File: src/sv/pulse_beat_detector_defines.svh
// Assertion helpers used by the detector sequencer.
`ifndef PULSE_BEAT_DETECTOR_DEFINES_SVH
`define PULSE_BEAT_DETECTOR_DEFINES_SVH

// Check that cons holds in the same cycle as ante.
`define PBD_ASSERT_SAME(label, clk, rst_n, ante, cons) \
    label: assert property (@(posedge clk) disable iff (!rst_n) (ante) |-> (cons)) \
        else $error("pulse beat detector check failed");

// Check that cons holds in the cycle after ante.
`define PBD_ASSERT_NEXT(label, clk, rst_n, ante, cons) \
    label: assert property (@(posedge clk) disable iff (!rst_n) (ante) |=> (cons)) \
        else $error("pulse beat detector check failed");

`endif

File: src/sv/pbd_pkg.sv
package pbd_pkg;

    localparam int TIME_W     = 32;
    localparam int SAMPLE_W   = 20;
    localparam int THR_W      = 19;
    localparam int RATE_W     = 16;
    localparam int STATE_W    = 3;
    localparam int CFG_IDX_W  = 4;
    localparam int CFG_DATA_W = 19;
    localparam int DIV_W      = 32;
    localparam int DIV_CNT_W  = 6;

    localparam int unsigned SAMPLE_STEP_MS = 10;
    localparam int unsigned FALLOFF_Q15    = 22938;
    localparam logic [15:0] Q15_ONE        = 16'h8000;
    localparam logic [15:0] RATE_NUM       = 16'd60000;

    localparam logic [18:0] RST_MIN_THR   = 19'd20;
    localparam logic [18:0] RST_MAX_THR   = 19'd800;
    localparam logic [15:0] RST_STEP      = 16'd30;
    localparam logic [15:0] RST_INIT_HOLD = 16'd2000;
    localparam logic [15:0] RST_MASK_HOLD = 16'd200;
    localparam logic [15:0] RST_INVALID   = 16'd2000;
    localparam logic [14:0] RST_DECAY     = 15'd32440;
    localparam logic [15:0] RST_ALPHA     = 16'd19661;

    typedef enum logic [STATE_W-1:0] {
        MD_INIT  = 3'd0,
        MD_WAIT  = 3'd1,
        MD_SLOPE = 3'd2,
        MD_MAYBE = 3'd3,
        MD_MASK  = 3'd4
    } t_mode;

    typedef enum logic [CFG_IDX_W-1:0] {
        CFG_MIN_THR   = 4'd0,
        CFG_MAX_THR   = 4'd1,
        CFG_STEP      = 4'd2,
        CFG_INIT_HOLD = 4'd3,
        CFG_MASK_HOLD = 4'd4,
        CFG_INVALID   = 4'd5,
        CFG_DECAY     = 4'd6,
        CFG_ALPHA     = 4'd7
    } t_cfg_idx;

    typedef enum logic [2:0] {
        CS_IDLE,
        CS_EVAL,
        CS_PREP,
        CS_FALL,
        CS_RATE,
        CS_PUSH
    } t_ctl_state;

    typedef struct packed {
        logic [TIME_W-1:0]          time_ms;
        logic signed [SAMPLE_W-1:0] pulse_sample;
    } t_in_item;

    typedef struct packed {
        logic                 beat_found;
        logic [RATE_W-1:0]    rate_bpm;
        logic [THR_W-1:0]     current_threshold;
        logic [STATE_W-1:0]   detector_state;
    } t_out_item;

    typedef struct packed {
        logic load;
        logic eval;
        logic div_fall;
        logic div_rate;
        logic fin_fall;
        logic push;
    } t_dp_cmd;

    typedef struct packed {
        logic fall_pend;
        logic div_done;
        logic out_free;
    } t_dp_status;

endpackage

File: src/sv/pbd_ctrl.sv
`include "pulse_beat_detector_defines.svh"

module pbd_ctrl (
    input  logic                 i_clk,
    input  logic                 i_rst_n,
    input  logic                 i_in_valid,
    output logic                 o_in_stall,
    input  pbd_pkg::t_dp_status  i_status,
    output pbd_pkg::t_dp_cmd     o_cmd
);

    pbd_pkg::t_ctl_state r_state, n_state;
    logic                in_accept;
    logic                in_div;

    assign in_accept = i_in_valid && !o_in_stall;
    assign in_div    = (r_state == pbd_pkg::CS_FALL) || (r_state == pbd_pkg::CS_RATE);

    always_ff @(posedge i_clk) begin
        if (!i_rst_n) r_state <= pbd_pkg::CS_IDLE;
        else r_state <= n_state;
    end

    always_comb begin
        n_state = r_state;
        case (r_state)
            pbd_pkg::CS_IDLE: if (i_in_valid) n_state = pbd_pkg::CS_EVAL;
            pbd_pkg::CS_EVAL: n_state = pbd_pkg::CS_PREP;
            pbd_pkg::CS_PREP: begin
                n_state = i_status.fall_pend ? pbd_pkg::CS_FALL : pbd_pkg::CS_RATE;
            end
            pbd_pkg::CS_FALL: if (i_status.div_done) n_state = pbd_pkg::CS_RATE;
            pbd_pkg::CS_RATE: if (i_status.div_done) n_state = pbd_pkg::CS_PUSH;
            pbd_pkg::CS_PUSH: if (i_status.out_free) n_state = pbd_pkg::CS_IDLE;
            default: n_state = pbd_pkg::CS_IDLE;
        endcase
    end

    always_comb begin
        o_cmd      = '0;
        o_in_stall = 1'b1;
        case (r_state)
            pbd_pkg::CS_IDLE: begin
                o_in_stall = 1'b0;
                o_cmd.load = i_in_valid;
            end
            pbd_pkg::CS_EVAL: o_cmd.eval = 1'b1;
            pbd_pkg::CS_PREP: begin
                o_cmd.div_fall = i_status.fall_pend;
                o_cmd.div_rate = !i_status.fall_pend;
            end
            pbd_pkg::CS_FALL: begin
                o_cmd.fin_fall = i_status.div_done;
                o_cmd.div_rate = i_status.div_done;
            end
            pbd_pkg::CS_RATE: ;
            pbd_pkg::CS_PUSH: o_cmd.push = i_status.out_free;
            default: ;
        endcase
    end

    `PBD_ASSERT_NEXT(a_accept_evals, i_clk, i_rst_n, in_accept, r_state == pbd_pkg::CS_EVAL)
    `PBD_ASSERT_SAME(a_one_div_start, i_clk, i_rst_n, 1'b1, !(o_cmd.div_fall && o_cmd.div_rate))
    `PBD_ASSERT_SAME(a_done_in_div, i_clk, i_rst_n, i_status.div_done, in_div)

endmodule

File: config.mk
export PLATFORM = sky130hd
export DESIGN_NAME = pbd_ctrl
export DESIGN_NICKNAME = d
export VERILOG_FILES = /design/src/sv/pbd_pkg.sv /design/src/sv/pbd_ctrl.sv
export VERILOG_INCLUDE_DIRS = /design/src /design/src/sv
export SDC_FILE = /design/constraint.sdc
export NUM_CORES = 1
export LEC_CHECK = 0
export ABC_AREA = 0
export BUFFER_PORTS_ARGS = -buffer_cell sky130_fd_sc_hd__buf_4
export CAP_MARGIN = 30
export CORE_AREA = 2 2 39 41
export DETAILED_ROUTE_END_ITERATION = 7
export DIE_AREA = 0 0 41 43
export GPL_ROUTABILITY_DRIVEN = 0
export PLACE_DENSITY_LB_ADDON = 0.08
export SYNTH_ARGS = -nofsm -noshare
export SYNTH_HDL_FRONTEND = slang
export SYNTH_SLANG_ARGS = --single-unit
File: constraint.sdc
create_clock -name i_clk -period 2.8 [get_ports i_clk]
set_input_delay 0.28 -clock i_clk [delete_from_list [all_inputs] [get_ports i_clk]]
set_output_delay 0.28 -clock i_clk [all_outputs]
set_load 0.1 [all_outputs]
# Word-level counts from Yosys, hierarchy flattened
# Index checks and enable logic that the tools add are counted.
op_classes:
  n_eq_ne: 9
  n_mux: 13
  reduce_logical: 3
ops:
  columns: ["operator", "n"]
  rows:
  - ["$pmux 3 s6", 1]
  - ["$mux 3", 5]
  - ["$ne 2x2->1 const B", 4]
  - ["$eq 3x2->1 const B", 2]
  - ["$eq 3x3->1 const B", 2]
  - ["$mux 1", 6]
  - ["$reduce_and 4->1", 1]
  - ["$eq 3x1->1 const B", 1]
  - ["$logic_not 3->1", 1]
  - ["$pmux 1 s2", 1]
  - ["$logic_not 1->1", 1]
totals:
  elab_cells: 26
  ff_bits: 3
  output_inout_bits: 7

# Longest topological paths before layout
# Gate-level depths: netlist of run 1.
depth:
  word_depth: 3
  mapped_depth: 4
  mapped_depth_nobuf: 3

# Least setup slack after synthesis of run 1
# Ideal clock, no wire load.
synth_path:
  path_kind: "register to output"
  from: "reg r_state[2]"
  to: "out o_cmd[3] (netlist name)"
  n_path_buf: 0
  setup_slack_ns: -0.195
  required_ns: 2.520
  path_stages_with_launch: 3
  t_arrival_ns: 2.715
  cell_sequence: "dfxtp_1 nand2b_4 nor3b_1"
synth_rtl:
  columns: ["element", "line", "source"]
  rows:
  - ["start: declaration", "pbd_ctrl.sv:12", "pbd_pkg::t_ctl_state r_state, n_state;"]
  - ["start signal: assignment", "pbd_ctrl.sv:20", "if (!i_rst_n) r_state <= pbd_pkg::CS_IDLE;"]
  - ["start signal: assignment", "pbd_ctrl.sv:21", "else r_state <= n_state;"]
  - ["end: declaration", "pbd_ctrl.sv:9", "output pbd_pkg::t_dp_cmd o_cmd"]

==> results of run 1 <==
## how the worst max path moves through the flow
stage	endpoint	slack [ns]	cells past startpoint
3_5_place_dp	o_cmd[4]	1.32	3
3_3_place_gp	o_cmd[4]	1.35	3
6_report	o_cmd[4]	1.10	3
4_1_cts	o_cmd[4]	1.07	3
5_1_grt	o_cmd[4]	1.02	3
2_1_floorplan	o_cmd[4]	0.04	2
## power by group
| part | internal [W] | switching [W] | total (W) |
|---|---|---|---|
| clock | 0.0000533 | 0.0000202 | 0.0000735 |
| sequential | 0.0000485 | 0.0000143 | 0.0000628 |
| combinational | 0.0000390 | 0.000109 | 0.000148 |
## cells by family (layout without fill, tap and decap cells)
| kind of cell | count (synthesis) | after routing | share of synthesized area |
|---|---|---|---|
| AND/OR/NAND/NOR | 18 | 18 | 0.434 |
| AO/OA/AOI/OAI | 7 | 7 | 0.227 |
| flip-flops | 3 | 3 | 0.236 |
| buffers and inverters | 3 | 17 | 0.103 |
## through the flow
stage                     hold slack, ns  setup WS [ns]   util  std cells
after floorplan                    0.398         0.0415      -         31
after global placement             0.524           1.35  0.254         57
after detailed placement           0.514           1.32  0.254         57
after CTS                          0.270           1.07  0.273         61
after global routing               0.271           1.02  0.273         61
final                              0.277           1.10  0.273         61
## layout by cell type, fill, tap and decap left out
cell type / synthesis / layout
nor3_2: 0 / 1
o211a_1: 1 / 1
or3_1: 1 / 1
nor4bb_1: 1 / 1
inv_1: 1 / 1
a21oi_2: 1 / 1
nand2b_1: 1 / 1
o32ai_2: 1 / 1
buf_4: 0 / 12
clkbuf_4: 0 / 3
nand2_1: 3 / 3
dfxtp_1: 3 / 3
a21oi_1: 3 / 3
nand3_1: 2 / 2
clkbuf_1: 0 / 1
o21a_1: 1 / 1
nor3b_2: 0 / 1
nor3_1: 2 / 1
or2_1: 1 / 1
nand2b_4: 1 / 1
nand2b_2: 2 / 2
nor2_1: 3 / 3
## layout make-up
| cell class | count | area [sq um] |
|---|---|---|
| repair buffers | 12 | 90.1 |
| multi-input cells | 25 | 178 |
| inverters | 1 | 3.75 |
| well taps | 16 | 20.0 |
| flip-flops and latches | 3 | 60.1 |
| fillers | 151 | 1010 |
| clock buffers | 4 | 26.3 |
## per-layer routing
metal / track usage / share of wire / routed length, microns
met1: 0.0669 / 0.39 / 229
met5: 0 / 0 / 0
met3: 0.0157 / 0.076 / 44
met4: 0.0800 / 0 / 0
met2: 0.103 / 0.53 / 307
==> metrics, run 1 <==
Critical Path Start Type register; worst r2r path cells 3; all-layer global routing usage 0.0691; max reg flops 3; CTS tree built; pwr/cell area roughly 750 nW/um^2; WL final 581 microns; Crit-path slowest cell dfxtp_1; top flop regs r_state x3; Ys Warns 0; Critical Path End Type primary output; Post-CTS Setup Bufs 0; PostCTS Resize Cnt 0; Die Wd about 40 microns; Largest Register r_state; Worst-path clk slew ~0.030 ns; Area Growth Syn to Fin 48.8%; clk_skew approximately 0.00011 ns; largest net degree at the start of global routing 13; vias post-DR around 250; Leakage between 0.15 and 0.2 nW; Wirelength per Cell roughly 9.5 microns; drt pass-1 iters 4; Crit path required time between 2 and 3 ns; #FFs+latches synth 3; mean post-synth cell area roughly 8.2 sq um; Post-synth ARST share 0; HP Start i_rst_n; RR Endpoint r_state[0]$_SDFFE_PN0P_; insertion delay to the later sink of the worst-skew pair 0.23 ns; Initial DRC Count 3; worst-path fanout max 12; # clock sinks 3; Core ar. 1380 sq um; global-route wire length before repair between 700 and 800 microns; slowest stage delay, CP 0.54 ns; post-layout minimum cycle time approximately 1.7 ns; IO Port Bufs 12; Worst Path Class, Setup register to primary output; num rows 14; TritonCTS buffer count 3; Die Ht about 43 microns; achievable clock frequency slightly below 0.6 GHz; maximum vdd drop between 0.2 and 0.25 mV; diode count 0; Worst-Margin Slew approximately 0.38 ns; Slew Limit Fails 0; vias in the first global route between 200 and 250; Final Cycle Share 0.608; Synth area leader dfxtp_1; CP Launch Point r_state[0]$_SDFFE_PN0P_; residual DRC count 0; Critical Path AT roughly 1.4 ns; Detailed Place HPWL ~480 microns; finished layout cell area ~380 sq um; die footprint roughly 1800 sq um; Hold WC Path Type input pin to register; Avg Vias per Cell roughly 4.0; Clock Tree Buf Depth 2; Distinct cells, synth 19; max_slew headroom 0.749; crit path cell chain inv_1 > nor3_1 > buf_4; syn_nets 37; Final #Nets between 50 and 60; H-tree Lvls 1; Worst Path Buf+Inv 2; ratio of cells with drive above 1 in the final layout 0.489; DP Area around 350 sq um; final setup TNS 0 ns; initial antenna violation count 0; post-synth top area share 0.236; Setup-failing EPs final 0; remaining antenna violation count 0; CP delay by family, top flip-flops; worst r2r src r_state[0]$_SDFFE_PN0P_; initial core utilization 0.184; GRT overflow 0; Post-synth EDFFs 0; Top Ports 13; r2r setup slk ~1.6 ns; maxcap violations 0; sequential share of the synthesized area 0.236; outcome finished, final reports clean; hold endpoint r_state[2]$_SDFFE_PN0P_; RSZ-0062 raised after global routing no; Post-synth top cells 3 x a21oi_1, 3 x dfxtp_1, 3 x nand2_1, 3 x nor2_1; Post-synth top flop dfxtp_1; final hold vios 0; # hold bufs at CTS 0; Min-Delay Path Depth 2; CTS Root Cell clkbuf_4; largest cells by area after synthesis dfxtp_1 24%, buf_6 8.9%, nand2b_2 6.9%; Mapped Area 254 sq um; Syn Inst Count 31; Pwr Total between 0.0002 and 0.0003 W
No activity file was read; power rests on OpenSTA's default activity.
==> run 2: changes to the inputs <==
Clock period 2.8 ns to 1.63 ns, I/O delays scaled along.
==> run 2 against run 1 <==
  * Sequential power up 74%
  * Clock skew about the same
  * Final cell count unchanged
  * Non-clock buffer count unchanged
  * Core utilization up 0.81 points
  * Critical path type unchanged
  * Clock power up 73%
  * Combinational power up 74%
  * Critical path depth unchanged
  * Power up 74%
  * First-iteration DRC count up 33%
  * Via count up 4.5%
  * Final area up 3.0%
==> metrics, run 2 (synthesis gave the netlist of run 1 again) <==
maxcap violations 0 (unchanged); initial antenna violation count 0 (unchanged); IO Port Bufs 12 (unchanged); CTS Root Cell clkbuf_4; achievable clock frequency 0.660 GHz; diode count 0 (unchanged); num rows 14 (unchanged); M3 GR Usage 0.0157 (unchanged); largest net degree at the start of global routing 13 (unchanged); final hold vios 0 (unchanged); GRT overflow 0 (unchanged); Detailed Place HPWL 470 microns (-1.9%); Setup WS post-layout 0.115 ns (-0.983 ns); H-tree Lvls 1 (unchanged); GR peak layer met2; WL final 563 microns (-3.1%); Worst Path Buf+Inv 1 (-1); Area Growth Syn to Fin 53.2%; TritonCTS buffer count 3 (unchanged); Worst-path clk slew 0.04 ns (about the same); global-route wire length before repair 938 microns (+23%); initial core utilization 0.184 (unchanged); vias in the first global route 227 (+12%); pre-CTS setup slack 0.300 ns (-1.02 ns); outcome finished, final reports clean; Crit path required time 1.47 ns (-1.05 ns); die footprint 1760 sq um (unchanged); final setup TNS 0 ns (unchanged); met1 Usage GRT 0.0860 (+0.0191); post-layout minimum cycle time 1.52 ns; Clock Tree Buf Depth 2 (unchanged); insertion delay to the later sink of the worst-skew pair 0.23 ns (about the same); max_slew headroom 0.765 (+0.0163); slowest stage delay, CP 0.52 ns (-0.02 ns); commonest non-fill, non-tap cell in the layout buf_4; crit path cell chain nand2b_4 > nor3b_2 > buf_4; Top Ports 13 (unchanged); Avg Vias per Cell 4.23 (+4.5%); Worst Path Class, Setup register to primary output; Leakage 0.162 nW (+0.31%); residual DRC count 0 (unchanged); pwr/cell area 1270 nW/um^2 (+69%); Die Wd 41 microns (unchanged); Critical Path End Type primary output; clk_skew 0.000352 ns (+0.000238 ns); vias post-DR 258 (+4.5%); Slew Limit Fails 0 (unchanged); all-layer global routing usage 0.0791 (+0.0100); Die Ht 43 microns (unchanged); CP delay by family, top flip-flops; Crit-path slowest cell dfxtp_1; Worst-Margin Slew 0.352 ns (-0.0244 ns); Core ar. 1380 sq um (unchanged); Hold WC Path Type input pin to register; grt met2 use 0.116 (+0.0125); register area 61.3 sq um (+2.1%); area of the multi-input gates 188 sq um (+5.6%); Wirelength per Cell 9.23 microns (-3.1%); commonest non-fill, non-tap cells in the layout 12 x buf_4, 3 x nand2_1, 3 x a21oi_1, 3 x clkbuf_4; final core utilization 0.281 (+0.00814); Initial DRC Count 4 (+1); CTS tree built; Largest Register r_state; top flop regs r_state x3; Hold Slack 0.156 ns (-0.122 ns); Setup-failing EPs final 0 (unchanged); Pwr Total 0.000495 W (+74%); drt pass-1 iters 4 (unchanged); # clock sinks 3 (unchanged); max reg flops 3 (unchanged); Fillers 161 (+6.6%); Critical Path Start Type register; maximum vdd drop 0.321 mV (+59%); worst-path fanout max 9 (-3); remaining antenna violation count 0 (unchanged); Final #Nets 52 (unchanged); ratio of cells with drive above 1 in the final layout 0.578 (+0.0889); Post-CTS Setup Bufs 0 (unchanged); Final Cycle Share 0.930; RSZ-0062 raised after global routing no; Critical Path AT 1.35 ns (-0.07 ns)
-- run 2: layer usage --
metal  wire, microns  vias up
met5               0        -
met4               0        0
met3              39        0
met2             315        6
met1             209      115
li1                -      137
-- run 2: final timing paths --
kind                                                end  depth (start not counted)  slack (ns)                     from
worst min-delay path            r_state[2]$_SDFFE_PN0P_                          2        0.16                  i_rst_n
worst max-delay path                           o_cmd[3]                          3        0.11  r_state[1]$_SDFFE_PN0P_
worst min register to register  r_state[1]$_SDFFE_PN0P_                          1        0.59  r_state[2]$_SDFFE_PN0P_
worst max register to register  r_state[0]$_SDFFE_PN0P_                          3        0.44  r_state[1]$_SDFFE_PN0P_
-- run 2: layout make-up --
class | count | share of cell area
Sequential cell | 3 | 0.158
Timing Repair Buffer | 12 | 0.232
Clock buffer | 4 | 0.0675
Inverter | 1 | 0.00965
Multi-Input combinational cell | 25 | 0.482
Tap cell | 16 | 0.0514
-- run 2: power by group --
group          internal, W  leakage, nW  switching [W]
Combinational    0.0000687        0.123       0.000190
Clock            0.0000916       0.0150      0.0000357
Sequential       0.0000843       0.0249      0.0000250
-- run 2: repair_timing --
action                     in CTS  in global routing
setup endpoints to repair       0                  2
gates resized for setup         0                  1
hold buffers                    0                  0
-- run 2: stage by stage --
stage	instances	cell area [sq um]
2_1_floorplan	31	274
3_3_place_gp	57	362
3_5_place_dp	57	362
4_1_cts	61	388
5_1_grt	61	389
6_report	61	389
